<file path="src/hw/rtl/ata_tfb_pkg.sv">
package ata_tfb_pkg;

	// Configuration port widths and register indexes.
	localparam int CFG_IDX_W  = 3;
	localparam int CFG_DATA_W = 32;
	localparam logic [CFG_IDX_W-1:0] REG_DRIVE_FLAGS = 3'd0;
	localparam logic [CFG_IDX_W-1:0] REG_CAPACITY0   = 3'd1;

	// Per-entry flag bit positions within a five-bit drive entry.
	localparam int FLAG_W       = 5;
	localparam int FLAG_PRESENT = 0;
	localparam int FLAG_CHANNEL = 1;
	localparam int FLAG_SLAVE   = 2;
	localparam int FLAG_LBA48   = 3;
	localparam int FLAG_LBA     = 4;

	// Error codes.
	localparam logic [1:0] ERR_NONE      = 2'd0;
	localparam logic [1:0] ERR_NOT_FOUND = 2'd1;
	localparam logic [1:0] ERR_RANGE     = 2'd2;

	// Addressing modes.
	localparam logic [1:0] MODE_CHS   = 2'd0;
	localparam logic [1:0] MODE_LBA28 = 2'd1;
	localparam logic [1:0] MODE_LBA48 = 2'd2;

	// Task-file constants.
	localparam logic [7:0] DEV_CHS        = 8'hA0;
	localparam logic [7:0] DEV_LBA        = 8'hE0;
	localparam logic [7:0] CMD_READ       = 8'h20;
	localparam logic [7:0] CMD_READ_EXT   = 8'h24;
	localparam logic [7:0] CMD_WRITE      = 8'h30;
	localparam logic [7:0] CMD_WRITE_EXT  = 8'h34;
	localparam logic [7:0] CMD_FLUSH      = 8'hE7;
	localparam logic [7:0] CMD_FLUSH_EXT  = 8'hEA;
	localparam logic [7:0] CMD_NONE       = 8'h00;

	// Division by 63 sectors per track: floor(2^37 / 63), quotient in bits 63:37.
	localparam logic [31:0] RECIP_63    = 32'd2181570690;
	localparam int          RECIP_SHIFT = 37;
	localparam int          QUOT_W      = 27;
	localparam logic [6:0]  SPT         = 7'd63;

	// Widths of the stream words.
	localparam int IN_DATA_W  = 48;
	localparam int OUT_DATA_W = 72;

	// Request after the capacity check, with the quotient estimate.
	typedef struct packed {
		logic [1:0]        error_code;
		logic              channel;
		logic              slave;
		logic [1:0]        mode;
		logic              write_request;
		logic [7:0]        sector_count;
		logic [31:0]       block_address;
		logic [QUOT_W-1:0] quot_est;
	} checked_req_t;

	// Result word, last field in the lowest bits.
	typedef struct packed {
		logic [7:0] flush_command;
		logic [7:0] command_byte;
		logic [7:0] device_select;
		logic [7:0] address_byte3;
		logic [7:0] address_byte2;
		logic [7:0] address_byte1;
		logic [7:0] address_byte0;
		logic [7:0] count_byte;
		logic [1:0] address_mode;
		logic       channel_select;
		logic [1:0] error_code;
	} taskfile_t;

endpackage

</file>
<file path="src/hw/rtl/ata_tfb_check.sv">
module ata_tfb_check #(
	parameter int NUM_DRIVES = 4
) (
	input  logic                                  clk,
	input  logic                                  load,
	input  logic                                  write_request,
	input  logic [2:0]                            drive_index,
	input  logic [31:0]                           block_address,
	input  logic [7:0]                            sector_count,
	input  logic [ata_tfb_pkg::FLAG_W*NUM_DRIVES-1:0] drive_flags,
	input  logic [NUM_DRIVES-1:0][31:0]           capacity,
	output ata_tfb_pkg::checked_req_t             req_s2
);

	localparam logic [2:0] DRIVE_LIMIT = 3'(NUM_DRIVES);

	logic [ata_tfb_pkg::FLAG_W-1:0] flags;
	logic [31:0]                    cap;
	logic                           present;
	logic                           over;
	logic [32:0]                    range_end;
	logic [63:0]                    product;
	ata_tfb_pkg::checked_req_t      req;

	// Select the drive entry addressed by the request.
	always_comb begin
		flags = '0;
		cap   = '0;
		for (int i = 0; i < NUM_DRIVES; i++) begin
			if (drive_index == 3'(i)) begin
				flags = drive_flags[ata_tfb_pkg::FLAG_W*i +: ata_tfb_pkg::FLAG_W];
				cap   = capacity[i];
			end
		end
	end

	// Presence and range check; the end sector is formed at 33 bits.
	assign present   = (drive_index < DRIVE_LIMIT) && flags[ata_tfb_pkg::FLAG_PRESENT];
	assign range_end = {1'b0, block_address} + {25'b0, sector_count};
	assign over      = range_end > {1'b0, cap};

	// Quotient estimate of the address by 63, at most one below the true value.
	assign product = {32'b0, block_address} * {32'b0, ata_tfb_pkg::RECIP_63};

	always_comb begin
		req.error_code    = ata_tfb_pkg::ERR_NONE;
		if (!present) begin
			req.error_code = ata_tfb_pkg::ERR_NOT_FOUND;
		end else if (over) begin
			req.error_code = ata_tfb_pkg::ERR_RANGE;
		end
		req.channel       = flags[ata_tfb_pkg::FLAG_CHANNEL];
		req.slave         = flags[ata_tfb_pkg::FLAG_SLAVE];
		if (flags[ata_tfb_pkg::FLAG_LBA48]) begin
			req.mode = ata_tfb_pkg::MODE_LBA48;
		end else if (flags[ata_tfb_pkg::FLAG_LBA]) begin
			req.mode = ata_tfb_pkg::MODE_LBA28;
		end else begin
			req.mode = ata_tfb_pkg::MODE_CHS;
		end
		req.write_request = write_request;
		req.sector_count  = sector_count;
		req.block_address = block_address;
		req.quot_est      = product[ata_tfb_pkg::RECIP_SHIFT +: ata_tfb_pkg::QUOT_W];
	end

	// Stage two register.
	always_ff @(posedge clk) begin
		if (load) begin
			req_s2 <= req;
		end
	end

endmodule

</file>
<file path="src/hw/rtl/ata_tfb_format.sv">
module ata_tfb_format (
	input  logic                      clk,
	input  logic                      load,
	input  ata_tfb_pkg::checked_req_t req_s2,
	output ata_tfb_pkg::taskfile_t    res_s3
);

	logic [31:0]                    prod_63;
	logic [31:0]                    diff;
	logic [6:0]                     rem_est;
	logic [5:0]                     rem;
	logic [ata_tfb_pkg::QUOT_W-1:0] quot;
	logic [7:0]                     dev;
	ata_tfb_pkg::taskfile_t         res;

	// Correct the quotient estimate by one compare and subtract.
	assign prod_63 = 32'({req_s2.quot_est, 6'b0}) - 32'(req_s2.quot_est);
	assign diff    = req_s2.block_address - prod_63;
	assign rem_est = diff[6:0];

	always_comb begin
		if (rem_est >= ata_tfb_pkg::SPT) begin
			quot = req_s2.quot_est + 1'b1;
			rem  = 6'(rem_est - ata_tfb_pkg::SPT);
		end else begin
			quot = req_s2.quot_est;
			rem  = rem_est[5:0];
		end
	end

	// Build the task-file values for the chosen addressing mode.
	always_comb begin
		res = '0;
		dev = '0;
		if (req_s2.error_code != ata_tfb_pkg::ERR_NONE) begin
			res.error_code = req_s2.error_code;
		end else begin
			res.error_code     = ata_tfb_pkg::ERR_NONE;
			res.channel_select = req_s2.channel;
			res.address_mode   = req_s2.mode;
			res.count_byte     = req_s2.sector_count;
			case (req_s2.mode)
				ata_tfb_pkg::MODE_LBA48: begin
					res.address_byte0 = req_s2.block_address[7:0];
					res.address_byte1 = req_s2.block_address[15:8];
					res.address_byte2 = req_s2.block_address[23:16];
					res.address_byte3 = req_s2.block_address[31:24];
					dev = ata_tfb_pkg::DEV_LBA;
				end
				ata_tfb_pkg::MODE_LBA28: begin
					res.address_byte0 = req_s2.block_address[7:0];
					res.address_byte1 = req_s2.block_address[15:8];
					res.address_byte2 = req_s2.block_address[23:16];
					dev = ata_tfb_pkg::DEV_LBA | {4'b0, req_s2.block_address[27:24]};
				end
				default: begin
					// CHS: the head is the quotient modulo 16, the cylinder the rest.
					res.address_byte0 = {2'b0, rem} + 8'd1;
					res.address_byte1 = quot[11:4];
					res.address_byte2 = quot[19:12];
					dev = ata_tfb_pkg::DEV_CHS | {4'b0, quot[3:0]};
				end
			endcase
			res.device_select = dev | {3'b0, req_s2.slave, 4'b0};
			if (req_s2.write_request) begin
				res.command_byte  = (req_s2.mode == ata_tfb_pkg::MODE_LBA48) ?
					ata_tfb_pkg::CMD_WRITE_EXT : ata_tfb_pkg::CMD_WRITE;
				res.flush_command = (req_s2.mode == ata_tfb_pkg::MODE_LBA48) ?
					ata_tfb_pkg::CMD_FLUSH_EXT : ata_tfb_pkg::CMD_FLUSH;
			end else begin
				res.command_byte  = (req_s2.mode == ata_tfb_pkg::MODE_LBA48) ?
					ata_tfb_pkg::CMD_READ_EXT : ata_tfb_pkg::CMD_READ;
				res.flush_command = ata_tfb_pkg::CMD_NONE;
			end
		end
	end

	// Output register.
	always_ff @(posedge clk) begin
		if (load) begin
			res_s3 <= res;
		end
	end

endmodule

</file>
<file path="src/hw/rtl/ata_taskfile_builder_top.sv">
// ATA task-file builder: turns a sector request into task-file register values.
// Three register stages (input, reciprocal multiply, output): the input word is
// registered in the input stage, then in the multiply stage, then in the output stage.
// Throughput: one word per cycle; an empty stage always loads, so the input stalls
// only when all three stages hold words and the output word is not taken.
// Reset clears the stage valid bits and all configuration registers to zero.
module ata_taskfile_builder_top #(
	parameter int NUM_DRIVES = 4
) (
	input  logic                                  clk,
	input  logic                                  arst_n,
	// Configuration write port.
	input  logic                                  cfg_we,
	input  logic [ata_tfb_pkg::CFG_IDX_W-1:0]     cfg_index,
	input  logic [ata_tfb_pkg::CFG_DATA_W-1:0]    cfg_wdata,
	// Request stream.
	input  logic                                  s_tvalid,
	output logic                                  s_tready,
	// s_tdata: write_request, drive_index, block_address, sector_count
	input  logic [ata_tfb_pkg::IN_DATA_W-1:0]     s_tdata,
	// Task-file stream.
	output logic                                  m_tvalid,
	input  logic                                  m_tready,
	// m_tdata: error_code, channel_select, address_mode, count_byte, address_byte0,
	// address_byte1, address_byte2, address_byte3, device_select, command_byte,
	// flush_command
	output logic [ata_tfb_pkg::OUT_DATA_W-1:0]    m_tdata
);

	logic [ata_tfb_pkg::FLAG_W*NUM_DRIVES-1:0] drive_flags_q;
	logic [NUM_DRIVES-1:0][31:0]               capacity_q;

	logic        valid_s1, valid_s2, valid_s3;
	logic        en1, en2, en3;
	logic        write_request_s1;
	logic [2:0]  drive_index_s1;
	logic [31:0] block_address_s1;
	logic [7:0]  sector_count_s1;

	ata_tfb_pkg::checked_req_t req_s2;
	ata_tfb_pkg::taskfile_t    res_s3;

	// Configuration registers; writes beyond the list are dropped.
	always_ff @(posedge clk or negedge arst_n) begin
		if (!arst_n) begin
			drive_flags_q <= '0;
			capacity_q    <= '0;
		end else if (cfg_we) begin
			if (cfg_index == ata_tfb_pkg::REG_DRIVE_FLAGS) begin
				drive_flags_q <= cfg_wdata[ata_tfb_pkg::FLAG_W*NUM_DRIVES-1:0];
			end
			for (int i = 0; i < NUM_DRIVES; i++) begin
				if (cfg_index == ata_tfb_pkg::REG_CAPACITY0 + 3'(i)) begin
					capacity_q[i] <= cfg_wdata;
				end
			end
		end
	end

	// Stage enables: a stage advances when it is empty or the next one advances.
	assign en3      = !valid_s3 || m_tready;
	assign en2      = !valid_s2 || en3;
	assign en1      = !valid_s1 || en2;
	assign s_tready = en1;

	always_ff @(posedge clk or negedge arst_n) begin
		if (!arst_n) begin
			valid_s1 <= 1'b0;
			valid_s2 <= 1'b0;
			valid_s3 <= 1'b0;
		end else begin
			if (en1) begin
				valid_s1 <= s_tvalid;
			end
			if (en2) begin
				valid_s2 <= valid_s1;
			end
			if (en3) begin
				valid_s3 <= valid_s2;
			end
		end
	end

	// Input register.
	always_ff @(posedge clk) begin
		if (en1) begin
			write_request_s1 <= s_tdata[0];
			drive_index_s1   <= s_tdata[3:1];
			block_address_s1 <= s_tdata[35:4];
			sector_count_s1  <= s_tdata[43:36];
		end
	end

	ata_tfb_check #(
		.NUM_DRIVES(NUM_DRIVES)
	) u_check (
		.clk          (clk),
		.load         (en2),
		.write_request(write_request_s1),
		.drive_index  (drive_index_s1),
		.block_address(block_address_s1),
		.sector_count (sector_count_s1),
		.drive_flags  (drive_flags_q),
		.capacity     (capacity_q),
		.req_s2       (req_s2)
	);

	ata_tfb_format u_format (
		.clk   (clk),
		.load  (en3),
		.req_s2(req_s2),
		.res_s3(res_s3)
	);

	assign m_tvalid = valid_s3;
	assign m_tdata  = {3'b0, res_s3};

endmodule

</file>
<file path="config.mk">
export PLATFORM = sky130hd
export DESIGN_NAME = ata_taskfile_builder_top
export DESIGN_NICKNAME = d
export VERILOG_FILES = /design/src/hw/rtl/ata_tfb_pkg.sv /design/src/hw/rtl/ata_tfb_check.sv /design/src/hw/rtl/ata_tfb_format.sv /design/src/hw/rtl/ata_taskfile_builder_top.sv
export SDC_FILE = /design/constraint.sdc
export NUM_CORES = 1
export LEC_CHECK = 0
export BUFFER_PORTS_ARGS = -buffer_cell sky130_fd_sc_hd__buf_2
export CORE_MARGIN = 3
export CORE_UTILIZATION = 35
export DETAILED_ROUTE_END_ITERATION = 16
export PLACE_DENSITY = 0.5
export SYNTH_ARGS = -nofsm -noshare
export SYNTH_HDL_FRONTEND = slang
export SYNTH_HIERARCHICAL = 1
export SYNTH_SLANG_ARGS = --single-unit
</file>
<file path="constraint.sdc">
create_clock -name clk -period 7.4 [get_ports clk]
set_input_delay 1.11 -clock clk [delete_from_list [all_inputs] [get_ports clk]]
set_output_delay 1.11 -clock clk [all_outputs]
set_load 0.02 [all_outputs]
</file>
==> key figures <==
Outcome
  • Status: finished, final reports clean

Clock tree
  • CTS root buf: clkbuf_16
  • Clock Tree Buf Depth: 3
  • Skew-Pair Late Insertion Delay: 0.54 ns
  • Hold Buf Count CTS: 0
  • CTS buffer count: 36
  • CTS Sinks: 319
  • CTS tree: done
  • H-tree Lvls: 2
  • Clock transition at path regs: around 0.060 ns
  • Post-CTS Resized: 0
  • Post-CTS setup buffer count: 0

Timing
  • Headroom to the max-slew limit: 26.4%
  • Slew @ Worst Pin: roughly 1.1 ns
  • Sum of negative setup slack: 0 ns
  • Tmin final: about 6.1 ns
  • Fmax: 0.163 GHz
  • Worst Skew: 0.0236 ns
  • Final Hold Fails: 0
  • Final setup vio count: 0
  • Final worst slack: ~1.3 ns
  • RSZ-0062 raised after global routing: no
  • Final slew viol count: 0
  • Period utilization: 82.9%
  • Hold_ws: 0.423 ns

Critical path
  • WS Path Type: register to register
  • Critical path arrival: roughly 6.4 ns
  • Crit-path max FO: 5
  • CP required: 7.68 ns
  • Crit path launch type: register
  • Worst setup EP type: register

Global routing
  • Initial antenna violation count: 5
  • GRT Util Overall: 16.7%
  • Global-route wire length before repair: 81100 µm
  • GR Overflow Total: 0
  • Vias in the first global route: between 10000 and 15000
  • Largest net degree at the start of global routing: 98

Cells and area
  • Layout Utilization: ~40%
  • Layout cells sized above 1: 22.8%
  • Nets: 2238
  • Multi-input gate area: ~11000 µm²
  • Area grow syn2layout: 12.5%
  • Post-Layout Inst Area: 23600 µm²
  • Fin cells: 2614
  • Fill cells: 5680
  • Register area: 8820 µm²

Power and ir drop
  • Clock power share: 18.5%
  • Comb pwr share: 53.6%
  • P_sw: 3.87 mW
  • Switching part of the total: 41.8%
  • Sequential Power Share: 27.9%
  • Leak pwr: 10.7 nW
  • Internal Dissipation: about 5.4 mW
  • Final Total Pwr: 9.26 mW
  • Pwr/cell area: 392 nW/µm²
  • Peak supply drop: 0.000194 V

Place
  • Placer Congestion: just under 0.9
  • Placed cell count: between 2000 and 3000
  • Post-DP HPWL: 40100 µm
  • I/O Buffers: 148
  • Area post-placement: 22500 µm²
  • Post-Place Setup Slack: between 1 and 1.5 ns

Floorplan
  • Initial core utilization: 35.5%
  • Row count: 89
  • Width of the die: approximately 250 µm
  • CORE AREA: 59200 µm²
  • I/O pin count: 162
  • Full die area: 63000 µm²
  • Die height: 251 µm

Synthesis
  • Mapped Cells: around 1700
  • Mean Syn Cell Area: 12.6 µm²
  • Mapped cell area: 21000 µm²
  • Ys Warns: 6

Drt
  • Via-per-instance ratio: around 5
  • TritonRoute pass-1 iters: 4
  • DRC viols: 0
  • Final wirelength: 52200 µm
  • DRT iter0 DRCs: about 570
  • WL per Instance: approximately 20 µm
  • Number of routed nets with antenna violations: 0
  • Via count: 13100

Worst hold path
  • Worst hold path class: register to register

Run
  • Max_cap viols: 0
worst paths after layout:
kind / end / slack, ns / startpoint / depth (start not counted)
max: u_check/req_s2[18] / 1.27 / block_address_s1[1] / 20
min: u_check/req_s2[67] / 0.42 / write_request_s1 / 0
max reg2reg: u_check/req_s2[18] / 1.27 / block_address_s1[1] / 20
min reg2reg: u_check/req_s2[67] / 0.42 / write_request_s1 / 0
max in group asynchronous: capacity_q[75] / 5.47 / arst_n / 2
min in group asynchronous: capacity_q[101] / 0.67 / arst_n / 1
worst max-delay path: stages, from the launching register on:
cell,delay [ns]
edfxtp_1,0.52
ha_1,0.46
inv_1,0.09
fa_1,0.51
inv_1,0.08
fa_1,0.51
inv_1,0.06
fa_1,0.53
inv_1,0.06
fa_1,0.42
ha_1,0.29
ha_1,0.33
a211oi_1,0.25
o22ai_1,0.13
o22a_1,0.23
nand4b_1,0.18
a21oi_1,0.36
o21ai_0,0.26
a21oi_1,0.32
o21ai_0,0.15
xor2_1,0.15
state kept, by name, indices dropped and copies added (netlist names):
register          count
capacity_q          128
m_tvalid              1
valid_s2              1
block_address_s1     32
u_check/req_s2       67
drive_flags_q        20
write_request_s1      1
drive_index_s1        3
sector_count_s1       8
valid_s1              1
u_format/res_s3      57
power by group through the flow:
stage	logic (mW)	clock network [mW]	registers (mW)
after floorplan	3.61	0	2.58
after global placement	4.92	0	2.61
after detailed placement	4.95	0	2.62
after CTS	5.00	1.78	2.59
after global routing	5.62	1.84	2.63
final	4.96	1.72	2.58
cell type report:
type / instances / area share, %
antenna: 2 / 0.0212
clock buffer: 48 / 4.27
tap: 773 / 4.09
multi-input combinational: 1124 / 47.5
inverter: 170 / 2.70
sequential: 319 / 37.3
clock inverter: 16 / 0.529
timing repair buffer: 162 / 3.60
layout by cell type (no fill, tap or decap), drive strengths merged, types with 3 or more instances in the layout:
| master | count |
|---|---|
| a211oi | 10 |
| a21o | 32 |
| a21oi | 66 |
| a22oi | 3 |
| a31oi | 8 |
| a32oi | 3 |
| and2 | 21 |
| and3 | 24 |
| buf | 162 |
| clkbuf | 48 |
| clkinv | 12 |
| conb | 9 |
| dfrtp | 151 |
| edfxtp | 168 |
| fa | 74 |
| ha | 263 |
| inv | 172 |
| mux2 | 150 |
| mux4 | 37 |
| nand2 | 54 |
| nand2b | 42 |
| nand3 | 25 |
| nand4 | 19 |
| nand4b | 3 |
| nor2 | 46 |
| nor2b | 18 |
| nor3 | 15 |
| nor4 | 6 |
| o2111ai | 4 |
| o211ai | 11 |
| o21ai | 52 |
| o21bai | 4 |
| o22ai | 3 |
| o31ai | 3 |
| or2 | 3 |
| or3 | 8 |
| xnor2 | 60 |
| xor2 | 16 |
routing by layer:
metal	routed length, µm	GRT usage (%)	vias to the layer above	share of wire (%)
met5	29	0	-	0.056
met2	25700	29.3	203	49
met1	23600	22.0	6540	45
li1	-	-	6259	-
met4	1030	3.94	6	2.0
met3	1810	2.46	67	3.5
Note: power is estimated with default switching activity, not from simulation.
